$ cat src/hdl/grid_square_pack_and_neighbours_assert.svh
// assertion macros used by the grid square back end
// expects clk and rst_n in the scope where a macro is used
`ifndef GRID_SQUARE_PACK_AND_NEIGHBOURS_ASSERT_SVH
`define GRID_SQUARE_PACK_AND_NEIGHBOURS_ASSERT_SVH

// same-cycle implication, checked outside reset
`define GSQ_ASSERT_NOW(lbl, ante, cons, msg) \
  lbl: assert property (@(posedge clk) disable iff (!rst_n) (ante) |-> (cons)) else $error(msg);

// next-cycle implication, checked outside reset
`define GSQ_ASSERT_NEXT(lbl, ante, cons, msg) \
  lbl: assert property (@(posedge clk) disable iff (!rst_n) (ante) |=> (cons)) else $error(msg);

`endif

$ cat src/hdl/gsq_pkg.sv
// shared types and constants for the grid square packer
// no dependencies
package gsq_pkg;

  localparam int FIELD_COUNT = 18;
  localparam int DIGIT_COUNT = 10;
  localparam int CODE_W      = 15;

  localparam logic [7:0] CHAR_A    = 8'h41;
  localparam logic [7:0] CHAR_R    = 8'h52;
  localparam logic [7:0] CHAR_ZERO = 8'h30;
  localparam logic [7:0] CHAR_NINE = 8'h39;

  localparam logic [4:0] FIELD_MAX = 5'(FIELD_COUNT - 1);
  localparam logic [3:0] DIGIT_MAX = 4'(DIGIT_COUNT - 1);

  // neighbour offset codes: one step down, same square, one step up
  localparam logic [1:0] OFS_DOWN = 2'd0;
  localparam logic [1:0] OFS_SAME = 2'd1;
  localparam logic [1:0] OFS_UP   = 2'd2;

  // one classified locator as it travels from front to back
  typedef struct packed {
    logic [4:0] lon_f;
    logic [3:0] lon_d;
    logic [4:0] lat_f;
    logic [3:0] lat_d;
    logic       invalid;
    logic       nbr;
  } gsq_item_t;

  // queue status seen by the back end
  typedef struct packed {
    logic valid;
    logic full;
  } gsq_qstat_t;

endpackage

$ cat src/hdl/gsq_front.sv
// front end: checks the four locator characters and splits them into indices
// depends on gsq_pkg
module gsq_front (
  input  logic            [7:0] in_lon_field_char,
  input  logic            [7:0] in_lat_field_char,
  input  logic            [7:0] in_lon_digit_char,
  input  logic            [7:0] in_lat_digit_char,
  input  logic                  in_with_neighbours,
  output gsq_pkg::gsq_item_t    item
);
  import gsq_pkg::*;

  logic ok_lon_f, ok_lat_f, ok_lon_d, ok_lat_d;

  // character range checks
  always_comb begin
    ok_lon_f = in_lon_field_char inside {[CHAR_A:CHAR_R]};
    ok_lat_f = in_lat_field_char inside {[CHAR_A:CHAR_R]};
    ok_lon_d = in_lon_digit_char inside {[CHAR_ZERO:CHAR_NINE]};
    ok_lat_d = in_lat_digit_char inside {[CHAR_ZERO:CHAR_NINE]};
  end

  // ascii to field and digit indices
  always_comb begin
    item.lon_f   = 5'(in_lon_field_char - CHAR_A);
    item.lat_f   = 5'(in_lat_field_char - CHAR_A);
    item.lon_d   = 4'(in_lon_digit_char - CHAR_ZERO);
    item.lat_d   = 4'(in_lat_digit_char - CHAR_ZERO);
    item.invalid = !(ok_lon_f && ok_lat_f && ok_lon_d && ok_lat_d);
    item.nbr     = in_with_neighbours;
  end

endmodule

$ cat src/hdl/gsq_queue.sv
// two-entry queue between front and back end
// depends on gsq_pkg
module gsq_queue (
  input  logic               clk,
  input  logic               rst_n,
  input  logic               push,
  input  gsq_pkg::gsq_item_t push_item,
  input  logic               pop,
  output gsq_pkg::gsq_item_t head_item,
  output gsq_pkg::gsq_qstat_t stat
);
  import gsq_pkg::*;

  gsq_item_t  mem_r [2];
  logic       wr_ptr_r, wr_ptr_nxt;
  logic       rd_ptr_r, rd_ptr_nxt;
  logic [1:0] count_r, count_nxt;

  // pointer and count update
  always_comb begin
    wr_ptr_nxt = wr_ptr_r ^ push;
    rd_ptr_nxt = rd_ptr_r ^ pop;
    count_nxt  = count_r + 2'(push) - 2'(pop);
  end

  always_ff @(posedge clk) begin
    if (!rst_n) begin
      wr_ptr_r <= 1'b0;
      rd_ptr_r <= 1'b0;
      count_r  <= '0;
    end else begin
      wr_ptr_r <= wr_ptr_nxt;
      rd_ptr_r <= rd_ptr_nxt;
      count_r  <= count_nxt;
    end
  end

  // storage
  always_ff @(posedge clk) begin
    if (push) begin
      mem_r[wr_ptr_r] <= push_item;
    end
  end

  // head and status
  always_comb begin
    head_item  = mem_r[rd_ptr_r];
    stat.valid = (count_r != 2'd0);
    stat.full  = (count_r == 2'd2);
  end

endmodule

$ cat src/hdl/gsq_back.sv
// back end: walks the neighbour block of one item and drives the result register
// depends on gsq_pkg and the assertion macro header
module gsq_back (
  input  logic                              clk,
  input  logic                              rst_n,
  input  gsq_pkg::gsq_item_t                q_item,
  input  gsq_pkg::gsq_qstat_t               q_stat,
  output logic                              pop,
  output logic                              out_valid,
  input  logic                              out_stall,
  output logic [gsq_pkg::CODE_W-1:0]        out_square_code,
  output logic                              out_invalid,
  output logic                              out_last
);
  import gsq_pkg::*;
  `include "grid_square_pack_and_neighbours_assert.svh"

  gsq_item_t         item_r, item_nxt;
  logic              active_r, active_nxt;
  logic [1:0]        dlon_r, dlon_nxt;
  logic [1:0]        dlat_r, dlat_nxt;
  logic              out_valid_r, out_valid_nxt;
  logic [CODE_W-1:0] code_r, code_nxt;
  logic              inv_r, inv_nxt;
  logic              last_r, last_nxt;

  logic              advance, load, is_last;
  logic [1:0]        lat_lo, lat_hi;
  logic [4:0]        cur_lon_f, cur_lat_f;
  logic [3:0]        cur_lon_d, cur_lat_d;
  logic [CODE_W-1:0] cur_code;

  // first latitude offset of the walk, skipping the row below the south pole
  function automatic logic [1:0] lat_low_ofs(gsq_item_t it);
    logic south;
    south = (it.lat_f == 5'd0) && (it.lat_d == 4'd0);
    return south ? OFS_SAME : OFS_DOWN;
  endfunction

  // last latitude offset of the walk, skipping the row above the north pole
  function automatic logic [1:0] lat_high_ofs(gsq_item_t it);
    logic north;
    north = (it.lat_f == FIELD_MAX) && (it.lat_d == DIGIT_MAX);
    return north ? OFS_SAME : OFS_UP;
  endfunction

  // walk bounds and end of run
  always_comb begin
    lat_lo  = lat_low_ofs(item_r);
    lat_hi  = lat_high_ofs(item_r);
    is_last = !item_r.nbr || item_r.invalid || (dlon_r == OFS_UP && dlat_r == lat_hi);
  end

  // longitude of the current square, wrapping across the antimeridian
  always_comb begin
    cur_lon_f = item_r.lon_f;
    cur_lon_d = item_r.lon_d;
    case (dlon_r)
      OFS_DOWN: begin
        if (item_r.lon_d == 4'd0) begin
          cur_lon_d = DIGIT_MAX;
          cur_lon_f = (item_r.lon_f == 5'd0) ? FIELD_MAX : item_r.lon_f - 5'd1;
        end else begin
          cur_lon_d = item_r.lon_d - 4'd1;
        end
      end
      OFS_UP: begin
        if (item_r.lon_d == DIGIT_MAX) begin
          cur_lon_d = 4'd0;
          cur_lon_f = (item_r.lon_f == FIELD_MAX) ? 5'd0 : item_r.lon_f + 5'd1;
        end else begin
          cur_lon_d = item_r.lon_d + 4'd1;
        end
      end
      default: begin
        cur_lon_f = item_r.lon_f;
        cur_lon_d = item_r.lon_d;
      end
    endcase
  end

  // latitude of the current square, never past a pole thanks to the walk bounds
  always_comb begin
    cur_lat_f = item_r.lat_f;
    cur_lat_d = item_r.lat_d;
    case (dlat_r)
      OFS_DOWN: begin
        if (item_r.lat_d == 4'd0) begin
          cur_lat_d = DIGIT_MAX;
          cur_lat_f = item_r.lat_f - 5'd1;
        end else begin
          cur_lat_d = item_r.lat_d - 4'd1;
        end
      end
      OFS_UP: begin
        if (item_r.lat_d == DIGIT_MAX) begin
          cur_lat_d = 4'd0;
          cur_lat_f = item_r.lat_f + 5'd1;
        end else begin
          cur_lat_d = item_r.lat_d + 4'd1;
        end
      end
      default: begin
        cur_lat_f = item_r.lat_f;
        cur_lat_d = item_r.lat_d;
      end
    endcase
  end

  // pack into the square code
  always_comb begin
    cur_code = CODE_W'(cur_lon_f) * CODE_W'(FIELD_COUNT * DIGIT_COUNT * DIGIT_COUNT)
             + CODE_W'(cur_lat_f) * CODE_W'(DIGIT_COUNT * DIGIT_COUNT)
             + CODE_W'(cur_lon_d) * CODE_W'(DIGIT_COUNT)
             + CODE_W'(cur_lat_d);
  end

  // walk control and result register
  always_comb begin
    advance       = !out_valid_r || !out_stall;
    active_nxt    = active_r;
    item_nxt      = item_r;
    dlon_nxt      = dlon_r;
    dlat_nxt      = dlat_r;
    out_valid_nxt = out_valid_r;
    code_nxt      = code_r;
    inv_nxt       = inv_r;
    last_nxt      = last_r;
    load          = 1'b0;

    if (advance) begin
      out_valid_nxt = active_r;
    end

    if (active_r) begin
      if (advance) begin
        code_nxt = item_r.invalid ? '0 : cur_code;
        inv_nxt  = item_r.invalid;
        last_nxt = is_last;
        if (is_last) begin
          active_nxt = q_stat.valid;
          load       = q_stat.valid;
        end else if (dlat_r == lat_hi) begin
          dlon_nxt = dlon_r + 2'd1;
          dlat_nxt = lat_lo;
        end else begin
          dlat_nxt = dlat_r + 2'd1;
        end
      end
    end else begin
      active_nxt = q_stat.valid;
      load       = q_stat.valid;
    end

    // take the next item from the queue
    if (load) begin
      item_nxt = q_item;
      if (q_item.nbr && !q_item.invalid) begin
        dlon_nxt = OFS_DOWN;
        dlat_nxt = lat_low_ofs(q_item);
      end else begin
        dlon_nxt = OFS_SAME;
        dlat_nxt = OFS_SAME;
      end
    end
    pop = load;
  end

  always_ff @(posedge clk) begin
    if (!rst_n) begin
      active_r    <= 1'b0;
      out_valid_r <= 1'b0;
      dlon_r      <= OFS_SAME;
      dlat_r      <= OFS_SAME;
    end else begin
      active_r    <= active_nxt;
      out_valid_r <= out_valid_nxt;
      dlon_r      <= dlon_nxt;
      dlat_r      <= dlat_nxt;
    end
  end

  always_ff @(posedge clk) begin
    item_r <= item_nxt;
    code_r <= code_nxt;
    inv_r  <= inv_nxt;
    last_r <= last_nxt;
  end

  assign out_valid       = out_valid_r;
  assign out_square_code = code_r;
  assign out_invalid     = inv_r;
  assign out_last        = last_r;

  // checks
  `GSQ_ASSERT_NOW(a_invalid_single, out_valid_r && inv_r, last_r && code_r == '0, "invalid result not a single zero beat")
  `GSQ_ASSERT_NOW(a_walk_in_bounds, active_r, dlat_r >= lat_lo && dlat_r <= lat_hi && dlon_r <= OFS_UP, "neighbour walk out of bounds")
  `GSQ_ASSERT_NOW(a_code_range, out_valid_r, code_r <= CODE_W'(32399), "square code out of range")

endmodule

$ cat src/hdl/grid_square_pack_and_neighbours.sv
// top level of the maidenhead square packer with 3x3 neighbour output
// depends on gsq_pkg, gsq_front, gsq_queue and gsq_back
//
//   channel  | handshake            | beat contents
//   ---------+----------------------+-------------------------------------------
//   input    | in_valid / in_stall  | four locator characters, neighbour flag
//   result   | out_valid / out_stall| square code, invalid flag, last flag
//
// one result beat per cycle from the back-end walker unless out_stall holds it: a square-only
// or invalid item gives one beat, a neighbour item nine beats, or six in a polar row.
// a two-entry queue lets new items in while the walker works; in_stall rises when it is full.
// an idle walker loads the queue head into its item register, then drives the result register.
// synchronous active-low reset clears the queue, the walker and out_valid.
// out_stall with out_valid high holds the result register and the walk; idle loads go on.
module grid_square_pack_and_neighbours (
  input  logic                       clk,
  input  logic                       rst_n,
  input  logic                       in_valid,
  output logic                       in_stall,
  input  logic [7:0]                 in_lon_field_char,
  input  logic [7:0]                 in_lat_field_char,
  input  logic [7:0]                 in_lon_digit_char,
  input  logic [7:0]                 in_lat_digit_char,
  input  logic                       in_with_neighbours,
  output logic                       out_valid,
  input  logic                       out_stall,
  output logic [gsq_pkg::CODE_W-1:0] out_square_code,
  output logic                       out_invalid,
  output logic                       out_last
);
  import gsq_pkg::*;

  gsq_item_t  front_item;
  gsq_item_t  head_item;
  gsq_qstat_t q_stat;
  logic       push, pop;

  // classify incoming locator
  gsq_front u_front (
    .in_lon_field_char  (in_lon_field_char),
    .in_lat_field_char  (in_lat_field_char),
    .in_lon_digit_char  (in_lon_digit_char),
    .in_lat_digit_char  (in_lat_digit_char),
    .in_with_neighbours (in_with_neighbours),
    .item               (front_item)
  );

  // intake handshake
  assign in_stall = q_stat.full;
  assign push     = in_valid && !q_stat.full;

  gsq_queue u_queue (
    .clk       (clk),
    .rst_n     (rst_n),
    .push      (push),
    .push_item (front_item),
    .pop       (pop),
    .head_item (head_item),
    .stat      (q_stat)
  );

  gsq_back u_back (
    .clk             (clk),
    .rst_n           (rst_n),
    .q_item          (head_item),
    .q_stat          (q_stat),
    .pop             (pop),
    .out_valid       (out_valid),
    .out_stall       (out_stall),
    .out_square_code (out_square_code),
    .out_invalid     (out_invalid),
    .out_last        (out_last)
  );

endmodule

$ cat config.mk
export PLATFORM = sky130hd
export DESIGN_NAME = grid_square_pack_and_neighbours
export DESIGN_NICKNAME = d
export VERILOG_FILES = /design/src/hdl/gsq_pkg.sv /design/src/hdl/gsq_front.sv /design/src/hdl/gsq_queue.sv /design/src/hdl/gsq_back.sv /design/src/hdl/grid_square_pack_and_neighbours.sv
export VERILOG_INCLUDE_DIRS = /design/src /design/src/hdl
export SDC_FILE = /design/constraint.sdc
export NUM_CORES = 1
export LEC_CHECK = 0
export BUFFER_PORTS_ARGS = -buffer_cell sky130_fd_sc_hd__buf_4
export CAP_MARGIN = 20
export CORE_ASPECT_RATIO = 0.9
export CORE_UTILIZATION = 61
export CTS_CLUSTER_SIZE = 25
export DETAILED_ROUTE_END_ITERATION = 8
export GPL_TIMING_DRIVEN = 0
export PLACE_DENSITY = 0.81
export SLEW_MARGIN = 15
export SYNTH_ARGS = -nofsm -noshare
export SYNTH_HDL_FRONTEND = slang
export SYNTH_SLANG_ARGS = --single-unit
$ cat constraint.sdc
create_clock -name clk -period 6.8 [get_ports clk]
set_input_delay 0.68 -clock clk [delete_from_list [all_inputs] [get_ports clk]]
set_output_delay 0.68 -clock clk [all_outputs]
set_load 0.01 [all_outputs]
Yosys cells after proc, flatten, opt, wreduce, memory -nomap -nowiden
Memories as Yosys holds them, arrays and structs flattened. A register that Yosys moved wholly into a read port is not among the register bits.
Cells that the tools add are included.
{"block": "classes", "add_sub_neg": 19, "multipliers": 3, "n_lt_le_gt_ge": 8, "eq_ne": 9, "muxes": 38, "bitwise": 2, "n_reduce_logical": 37}
{"op": "$mux W5", "count": 6}
{"op": "$mux W2", "count": 12}
{"op": "$pmux W5 S2", "count": 2}
{"op": "$sub A5 B1 Y5 const B", "count": 4}
{"op": "$ge A8 B6 Y1 const B", "count": 2}
{"op": "$ge A8 B7 Y1 const B", "count": 2}
{"op": "$le A8 B6 Y1 const B", "count": 2}
{"op": "$le A8 B7 Y1 const B", "count": 2}
{"op": "$mux W4", "count": 4}
{"op": "$pmux W4 S2", "count": 2}
{"op": "$sub A4 B1 Y4 const B", "count": 4}
{"op": "$add A15 B12 Y15", "count": 1}
{"op": "$add A15 B4 Y15", "count": 1}
{"op": "$add A15 B8 Y15", "count": 1}
{"op": "$logic_not A5 Y1", "count": 3}
{"op": "$logic_and A1 B1 Y1", "count": 13}
{"op": "$logic_not A4 Y1", "count": 3}
{"op": "$mul A5 B8 Y12 const B", "count": 1}
{"op": "$mux W1", "count": 12}
{"op": "$add A5 B1 Y5 const B", "count": 2}
{"op": "$eq A5 B5 Y1 const B", "count": 2}
{"op": "$mul A5 B5 Y10 const B", "count": 1}
{"op": "$add A4 B1 Y4 const B", "count": 2}
{"op": "$eq A4 B4 Y1 const B", "count": 2}
{"op": "other kinds (15)", "count": 30}
{"block": "totals", "regBits": 47, "ramBits": 40, "in_bits": 37, "n_memories": 1}
{"memory": "u_queue.mem_r", "depth": 2, "width": 20, "read_ports": 1, "rd_clocked_by_memory_dff": 1, "write_ports": 1, "line_no": "gsq_queue.sv:14", "text": "gsq_item_t mem_r [2];"}

Depth between registers and ports, before layout
Gate-level depths: netlist of run 1.
{"block": "depth", "depth_word": 11, "depth_mapped": 23}

Modules after synthesis
From an unflattened synthesis of run 1, not the netlist that was laid out.
{"block": "unflattened", "cells_unflattened": 578, "hier_area_um2": 6414.9}
{"module": "gsq_back", "n_inst": 1, "cells_per_inst": 446, "area_each_um2": 4384.2, "seq_area_each_um2": 1231.2}
{"module": "gsq_queue", "n_inst": 1, "cells_per_inst": 83, "area_each_um2": 1677.9, "seq_area_each_um2": 1301.2}
{"module": "gsq_front", "n_inst": 1, "cells_per_inst": 48, "area_each_um2": 339.1, "seq_area_each_um2": 0.0}
{"module": "grid_square_pack_and_neighbours", "n_inst": 1, "cells_per_inst": 1, "area_each_um2": 13.8, "seq_area_each_um2": 0.0}

Least setup slack after synthesis of run 1
OpenSTA, ideal clock, no wires.
{"block": "synth_path", "path_type": "reg2reg", "from": "register u_back.item_r[2] (netlist bit)", "to": "register u_back.code_r[14] (netlist: u_back.out_square_code[14]), data pin", "setup_ns": 0.260, "arrival_time_ns": 5.333, "path_slack_ns": 1.207, "stages_incl_launch_ff": 22, "path_cell_list": "edfxtp_1 inv_1 ha_1 or3b_2 nor3_1 a21oi_1 a221oi_1 ha_1 ha_1 ha_1 ha_1 a31o_2 a21oi_1 xnor2_1 ha_1 ha_1 ha_1 a21oi_1 o21bai_1 a21oi_1 o21ai_0 mux2_2"}
{"block": "synth_via", "elab_chain_len": 7, "word_cells_on_any_way": 14, "classes_between": "add/sub: 5; mul: 1; eq/ne: 1; mux: 6; reduce/logical: 1"}
{"item": "start, declared", "line_no": "gsq_back.sv:18", "text": "gsq_item_t item_r, item_nxt;"}
{"item": "start signal, assigned", "line_no": "gsq_back.sv:184", "text": "item_r <= item_nxt;"}
{"item": "$eq A4 B4 Y1 / $logic_not A4 Y1 (equally long branches)", "line_no": "gsq_back.sv:96, gsq_back.sv:88"}
{"item": "$mux W5 (on tied branches)", "line_no": "gsq_back.sv:96, gsq_back.sv:88"}
{"item": "$pmux W5 S2", "line_no": "gsq_back.sv:86", "text": "case (dlat_r)"}
{"item": "$mul A5 B5 Y10", "line_no": "gsq_back.sv:113", "text": "+ CODE_W'(cur_lat_f) * CODE_W'(DIGIT_COUNT * DIGIT_COUNT)"}
{"item": "$add A15 B12 Y15", "line_no": "gsq_back.sv:113"}
{"item": "$add A15 B8 Y15", "line_no": "gsq_back.sv:114", "text": "+ CODE_W'(cur_lon_d) * CODE_W'(DIGIT_COUNT)"}
{"item": "$add A15 B4 Y15 *", "line_no": "gsq_back.sv:115", "text": "+ CODE_W'(cur_lat_d);"}
{"item": "end signal, assigned", "line_no": "gsq_back.sv:185", "text": "code_r <= code_nxt;"}
{"item": "end, declared", "line_no": "gsq_back.sv:23", "text": "logic [CODE_W-1:0] code_r, code_nxt;"}
Every way passes the cells marked *; elsewhere a longest branch is shown, timed or not.
A chain may end at the register's enable or synchronous reset.

Worst setup path in the final report of run 1
Ends and elaborated chain as after synthesis.

==> impl_metrics.py, run 1 <==
metrics = {
    "route": {
        "postRouteAntennaNets": 0,
        "wirelength_um": 12000,
        "drt_first_pass_iters": 4,
        "viasPerCell": 5.76,
        "initialDrtViolationCount": 175,
        "wire_length_per_cell_after_detailed_routing_um": 15.6,
        "drc_errors": 0,
        "route.vias.total": 4426,
    },
    "global_route": {
        "globalRouteOverflowTotal": 0,
        "grt_pass1_vias": 4520,
        "grt_start_max_net_pins": 22,
        "groute.usage.overall_pct": 24.5,
        "antenna_found_initial": 0,
        "global_route_wire_length_before_repair_um": 20400,
    },
    "finish": {
        "finalNetCount": 777,
        "syn2layout_area_growth_pct": 14.1,
        "fin_util_pct": 72.8,
        "antenna_cells": 0,
        "finalNonFillerCells": 768,
        "post_route_cells_drive_above_1_share_pct": 17.3,
    },
    "logic_synthesis": {
        "synthesized_area_divided_by_synthesized_cell_count_um2": 11.0,
        "yosysWarningCount": 0,
        "yosys_register_bits": 88,
        "post_synth_main_area_contributors": "sky130_fd_sc_hd__edfxtp_1 (37%), sky130_fd_sc_hd__ha_1 (18%), sky130_fd_sc_hd__mux2_2 (4.5%), sky130_fd_sc_hd__fa_1 (4.2%), sky130_fd_sc_hd__dfxtp_1 (3.5%)",
        "fraction_of_post_synthesis_cell_area_in_the_top_cell_type_by_area_pct": 36.9,
        "synth.cell_area_um2": 6270,
        "synth_top_family_by_area": "adder cells",
        "mappedNetlistNets": 711,
        "yosys.cell_types.count": 60,
        "synth-seq-area-share_pct": 40.4,
        "synth_most_common_cell": "sky130_fd_sc_hd__ha_1",
        "synthesis.instances": 571,
        "synth_top_area_cell": "sky130_fd_sc_hd__edfxtp_1",
        "post_synth_edffs": 77,
        "synth.area.mux_share_pct": 5.21,
        "yosys-top-cells-count": "sky130_fd_sc_hd__ha_1 (90), sky130_fd_sc_hd__edfxtp_1 (77), sky130_fd_sc_hd__inv_1 (53)",
        "synthFlopType": "sky130_fd_sc_hd__edfxtp_1",
        "area_share_of_and_or_nand_nor_cells_after_synthesis_pct": 12.4,
        "post_synth_xor_area_fraction_pct": 4.19,
        "synth-compound-area-share_pct": 11.6,
        "async_flop_share_pct": 0,
        "synth-adder-area-share_pct": 22.1,
    },
    "timing": {
        "tcrit_tclk_final_pct": 93.3,
        "unrepaired_setup_endpoints_after_global_routing": "no",
        "fin_ws_ns": 0.454,
        "max_slew.worst_pin.slew_ns": 0.940,
        "max_clock_freq_ghz": 0.158,
        "hold_viol": 0,
        "setup_total_negative_slack_ns": 0,
        "relSlewSlack_pct": 37.3,
        "drv_slew": 0,
        "setup_violations": 0,
        "period_needed_ns": 6.35,
        "clock_skew_ns": 0.00881,
    },
    "setup_path": {
        "critPathCaptureType": "register",
        "largest_fanout_on_the_critical_path": 7,
        "cp.required_ns": 6.90,
        "worst_setup_path_start_kind": "register",
        "criticalPathCategory": "reg2reg",
        "crit_arrival_ns": 6.45,
        "worst-r2r-setup-slack_ns": 0.45,
        "regToRegStartpoint": "u_back.item_r[2]",
        "reg2regPathDepth": 21,
        "critical_path.reg2reg.endpoint": "u_back.out_square_code[14]",
    },
    "floorplanning": {
        "initial_utilization_pct": 63.8,
        "rows": 34,
        "core_area_um2": 9830,
        "die_w_um": 109,
        "boundaryPins": 56,
        "die_ar_um2": 10700,
        "die_y_um": 98.2,
    },
    "status": {
        "run_status": "finished, final reports clean",
    },
    "worst_hold_path": {
        "worstHoldPathType": "in2reg",
        "timing.hold.worst_endpoint": "u_queue.mem_r[1][0]",
        "min_from": "in_with_neighbours",
        "hold_path_depth": 1,
    },
    "cts": {
        "cts_setup_buffers": 0,
        "clock-sinks": 88,
        "cts_hold_buffers": 0,
        "cts_buffers": 9,
        "cts_tree": "built",
        "cts.root.buffer_cell": "sky130_fd_sc_hd__clkbuf_16",
        "cts-htree-levels": 3,
        "cts-resized-gates": 0,
        "cts.clk_slew.worst_paths_ns": 0.07,
        "clock_insertion_delay_worst_skew_ns": 0.35,
        "cts.path.max_buffers": 2,
    },
    "place": {
        "gp_congestion": 0.839,
        "placement.setup.worst_slack_ns": 0.449,
        "hpwlAfterDp_um": 9310,
        "port_buffers": 55,
        "place.detailed.instances": 752,
    },
    "flow_run": {
        "max-cap-violations": 0,
    },
}
-- layout by cell type (no fill, tap or decap), drive strengths merged, types with 20 or more instances in the layout --
cell type,instances
clkbuf,20
edfxtp,77
nor2,33
buf,58
o21ai,32
ha,90
a21oi,21
mux2,26
inv,56
nand2,33
-- critical path: stages (launching register included) --
cell	delay (ns)
sky130_fd_sc_hd__edfxtp_1	0.50
sky130_fd_sc_hd__inv_1	0.13
sky130_fd_sc_hd__ha_1	0.23
sky130_fd_sc_hd__or3b_2	0.54
sky130_fd_sc_hd__nor3_1	0.22
sky130_fd_sc_hd__a21oi_1	0.10
sky130_fd_sc_hd__a221oi_1	0.67
sky130_fd_sc_hd__ha_1	0.36
sky130_fd_sc_hd__ha_1	0.30
sky130_fd_sc_hd__ha_1	0.29
sky130_fd_sc_hd__ha_1	0.34
sky130_fd_sc_hd__a31o_2	0.26
sky130_fd_sc_hd__a21oi_1	0.20
sky130_fd_sc_hd__xnor2_1	0.16
sky130_fd_sc_hd__ha_1	0.26
sky130_fd_sc_hd__ha_1	0.30
sky130_fd_sc_hd__ha_1	0.39
sky130_fd_sc_hd__a21oi_1	0.28
sky130_fd_sc_hd__o21bai_1	0.09
sky130_fd_sc_hd__a21oi_1	0.12
sky130_fd_sc_hd__o21ai_0	0.10
sky130_fd_sc_hd__mux2_2	0.28
-- layout make-up --
| class | instances | area (um^2) |
|---|---|---|
| clock inverters | 6 | 72.6 |
| multi-input cells | 417 | 3480 |
| inverters | 53 | 199 |
| clock buffers | 10 | 239 |
| well taps | 126 | 158 |
| plain buffers | 13 | 58.8 |
| fillers | 689 | 2670 |
| flip-flops and latches | 88 | 2530 |
| repair buffers | 55 | 413 |
-- kinds of logic (layout without fill, tap and decap cells) --
| group | after synthesis | after routing |
|---|---|---|
| AO/OA/AOI/OAI | 105 | 105 |
| XOR/XNOR | 30 | 30 |
| adder cells (fa/ha/maj) | 103 | 103 |
| buffers and inverters | 66 | 137 |
| flip-flops | 88 | 88 |
| multiplexers | 29 | 29 |
| AND/OR/NAND/NOR | 150 | 150 |
-- worst max path at each step --
stage,start,to,slack (ns),cells past startpoint
2_1_floorplan,u_back.item_r[2],u_back.out_square_code[14],1.21,21
3_3_place_gp,u_back.item_r[2],u_back.out_square_code[14],0.61,21
3_5_place_dp,u_back.item_r[2],u_back.out_square_code[14],0.45,21
4_1_cts,u_back.item_r[2],u_back.out_square_code[14],0.42,21
5_1_grt,u_back.item_r[2],u_back.out_square_code[14],0.08,21
6_report,u_back.item_r[2],u_back.out_square_code[14],0.45,21
-- state kept, by name (all words and copies together), names as in the netlist, 2 cells and up, named ones only --
name	flops
u_back.dlon_r	2
u_queue.count_r	2
u_queue.mem_r	40
u_back.dlat_r	2
u_back.out_square_code	15
u_back.item_r	20
-- routing by layer --
metal | GRT usage, % | share of wire [%] | wire, um
met5 | 0 | 0 | 0
met3 | 4.47 | 3.4 | 409
met2 | 42.6 | 50 | 5990
met1 | 30.1 | 45 | 5400
met4 | 8.42 | 1.7 | 209
-- through the flow --
step / hold slack (ns) / area (um^2)
2_1_floorplan: 0.439 / 6270
3_3_place_gp: 0.496 / 6840
3_5_place_dp: 0.499 / 6840
4_1_cts: 0.512 / 7150
5_1_grt: 0.510 / 7150
6_report: 0.519 / 7150
Power of run 1 is not shown: default switching activity piles up to over one toggle a cycle in this logic, so the estimate is an artifact.
==> run 2, diff against run 1 <==
Settings changed: ABC_AREA set to 1.
Clock period 6.8 ns to 7.1 ns, I/O delays scaled along.
==> impl_metrics.py, run 2 <==
metrics = {
    "logic_synthesis": {
        "synth.cell_area_um2": 6240,
        "yosys.cell_types.count": 39,
        "yosysWarningCount": 0,
        "synth_top_family_by_area": "adder cells",
        "fraction_of_post_synthesis_cell_area_in_the_top_cell_type_by_area_pct": 37.0,
        "async_flop_share_pct": 0,
        "mappedNetlistNets": 812,
        "post_synth_edffs": 77,
        "synth.area.mux_share_pct": 0,
        "synthFlopType": "sky130_fd_sc_hd__edfxtp_1",
        "yosys_register_bits": 88,
        "post_synth_xor_area_fraction_pct": 3.93,
        "synth-seq-area-share_pct": 40.6,
        "synth_most_common_cell": "sky130_fd_sc_hd__nand2_1",
        "synth_top_area_cell": "sky130_fd_sc_hd__edfxtp_1",
        "synth-compound-area-share_pct": 9.06,
        "synthesis.instances": 672,
        "post_synth_main_area_contributors": "sky130_fd_sc_hd__edfxtp_1 (37%), sky130_fd_sc_hd__ha_1 (18%), sky130_fd_sc_hd__nand2_1 (7.4%), sky130_fd_sc_hd__inv_1 (5.4%), sky130_fd_sc_hd__fa_1 (4.2%)",
        "area_share_of_and_or_nand_nor_cells_after_synthesis_pct": 17.4,
        "synth-adder-area-share_pct": 22.2,
        "synthesized_area_divided_by_synthesized_cell_count_um2": 9.29,
        "yosys-top-cells-count": "sky130_fd_sc_hd__nand2_1 (123), sky130_fd_sc_hd__ha_1 (90), sky130_fd_sc_hd__inv_1 (90)",
    },
    "cts": {
        "cts.clk_slew.worst_paths_ns": 0.06,
        "cts-htree-levels": 3,
        "cts-resized-gates": 0,
        "cts.path.max_buffers": 2,
        "cts.root.buffer_cell": "sky130_fd_sc_hd__clkbuf_16",
        "cts_buffers": 9,
        "cts_tree": "built",
        "clock-sinks": 88,
        "clock_insertion_delay_worst_skew_ns": 0.34,
        "cts_setup_buffers": 0,
        "cts_hold_buffers": 0,
    },
    "timing": {
        "setup_violations": 0,
        "drv_slew": 0,
        "unrepaired_setup_endpoints_after_global_routing": "no",
        "clock_skew_ns": 0.00839,
        "worst_hold_slack_ns": 0.478,
        "max_clock_freq_ghz": 0.176,
        "hold_viol": 0,
        "relSlewSlack_pct": 37.7,
        "max_slew.worst_pin.slew_ns": 0.935,
        "setup_total_negative_slack_ns": 0,
        "period_needed_ns": 5.69,
        "tcrit_tclk_final_pct": 80.2,
    },
    "worst_hold_path": {
        "worstHoldPathType": "reg2reg",
    },
    "setup_path": {
        "critPathCaptureType": "register",
        "timing.critical_path.slowest_cell_delay_ns": 0.56,
        "crit_chain": "inv_1 > ha_1 > nand3_1 > nor2_1 > nand2_1 > o311ai_1 > ha_1 > ha_1 > ha_1 > ha_1 > nand2_1 > nand2_1 > a21oi_1 > xnor2_1 > ha_1 > ha_1 > ha_1 > a21oi_1 > nor2_1 > a211oi_1 > nand2_1 > o21ai_1 > a21oi_1",
        "largest_fanout_on_the_critical_path": 6,
        "worst_path_most_repeated_cell": "sky130_fd_sc_hd__ha_1",
        "timing.critical_path.slowest_stage_cell": "sky130_fd_sc_hd__o311ai_1",
        "worst_setup_path_start_kind": "register",
        "criticalPathCategory": "reg2reg",
        "cp.required_ns": 7.18,
        "crit_arrival_ns": 5.77,
    },
    "global_route": {
        "grt_start_max_net_pins": 28,
        "groute.usage.overall_pct": 24.6,
        "grt_pass1_vias": 4747,
        "antenna_found_initial": 0,
        "globalRouteOverflowTotal": 0,
        "global_route_wire_length_before_repair_um": 20700,
    },
    "place": {
        "port_buffers": 54,
        "hpwlAfterDp_um": 9280,
        "gp_congestion": 0.927,
    },
    "finish": {
        "finalNetCount": 877,
        "nFillCells": 693,
        "largest_register": "u_queue.mem_r",
        "largest_register_ffs": 40,
        "sequential_cell_area_um2": 2530,
        "antenna_cells": 0,
        "post_route_cells_drive_above_1_share_pct": 14.4,
        "multi_input_area_um2": 3290,
        "mostFrequentLayoutCells": "sky130_fd_sc_hd__nand2_1 (123), sky130_fd_sc_hd__inv_1 (90), sky130_fd_sc_hd__ha_1 (90)",
        "mostFrequentLayoutCell": "sky130_fd_sc_hd__nand2_1",
        "syn2layout_area_growth_pct": 14.2,
    },
    "route": {
        "initialDrtViolationCount": 316,
        "wirelength_um": 12400,
        "viasPerCell": 5.57,
        "wire_length_per_cell_after_detailed_routing_um": 14.3,
        "route.vias.total": 4831,
        "drc_errors": 0,
        "postRouteAntennaNets": 0,
        "drt_first_pass_iters": 5,
    },
    "floorplanning": {
        "die_w_um": 109,
        "die_ar_um2": 10600,
        "initial_utilization_pct": 63.8,
        "rows": 34,
        "die_y_um": 98.0,
        "core_area_um2": 9780,
        "boundaryPins": 56,
    },
    "flow_run": {
        "max-cap-violations": 0,
    },
    "status": {
        "run_status": "finished, final reports clean",
    },
}
[run 2: changes by cell type after synthesis, moves of 8 or more]
cell / previous run / this run
sky130_fd_sc_hd__nand3_1: 12 / 33
sky130_fd_sc_hd__a21oi_1: 21 / 34
sky130_fd_sc_hd__nor2_1: 33 / 43
sky130_fd_sc_hd__and2_1: 9 / 0
sky130_fd_sc_hd__clkbuf_1: 10 / 2
sky130_fd_sc_hd__nand2_1: 32 / 123
sky130_fd_sc_hd__mux2_2: 25 / 0
sky130_fd_sc_hd__inv_2: 0 / 17
sky130_fd_sc_hd__xor2_1: 13 / 22
sky130_fd_sc_hd__nor2b_1: 15 / 0
sky130_fd_sc_hd__o21ai_1: 0 / 20
sky130_fd_sc_hd__inv_1: 53 / 90
sky130_fd_sc_hd__xnor2_1: 17 / 6
[run 2: kinds of logic after synthesis]
| group | Yosys count |
|---|---|
| simple gates | 239 |
| buf+inv | 112 |
| fa+ha+maj | 103 |
| compound gates | 102 |
| flops | 88 |
| xor+xnor | 28 |
[run 2: per-layer routing]
metal	wire, um	track usage (%)
met5	0	0
met4	303	9.67
met3	578	4.21
met2	6390	44.0
met1	5170	29.1
[run 2: worst paths after layout]
path / cells after the start / start / slack (ns) / end
setup / recovery: 23 / u_back.item_r[2] / 1.41 / u_back.out_square_code[14]
hold / removal: 1 / u_queue.rd_ptr_r / 0.48 / u_queue.rd_ptr_r
setup reg to reg: 23 / u_back.item_r[2] / 1.41 / u_back.out_square_code[14]
hold reg to reg: 1 / u_queue.rd_ptr_r / 0.48 / u_queue.rd_ptr_r
[run 2: layout make-up]
type                            count  area share (%)
Clock buffer                       10            3.21
Inverter                          107            5.63
Sequential cell                    88            35.5
Multi-Input combinational cell    472            46.1
Clock inverter                      6            1.32
Tap cell                          126            2.21
Buffer                              5           0.316
Timing Repair Buffer               54            5.69
[run 2: metrics by stage]
stage                     util (%)  instances  instance area, um^2  setup WS (ns)
after floorplan                  -        672                 6240           2.23
after global placement        69.5        852                 6800           1.69
after detailed placement      69.6        852                 6810           1.51
after CTS                     72.9        868                 7130           1.46
after global routing          72.9        868                 7130           1.14
final                         72.9        868                 7130           1.41
[run 2: worst max-delay path: cells and delay by family (launching register included)]
kind,cells,cell delay (ns)
AO/OA/AOI/OAI,6,1.28
AND/OR/NAND/NOR,7,0.82
XOR/XNOR,1,0.19
flip-flops,1,0.50
adder cells (fa/ha/maj),8,2.48
buffers and inverters,1,0.15
Power of run 2 is left out for the same reason.
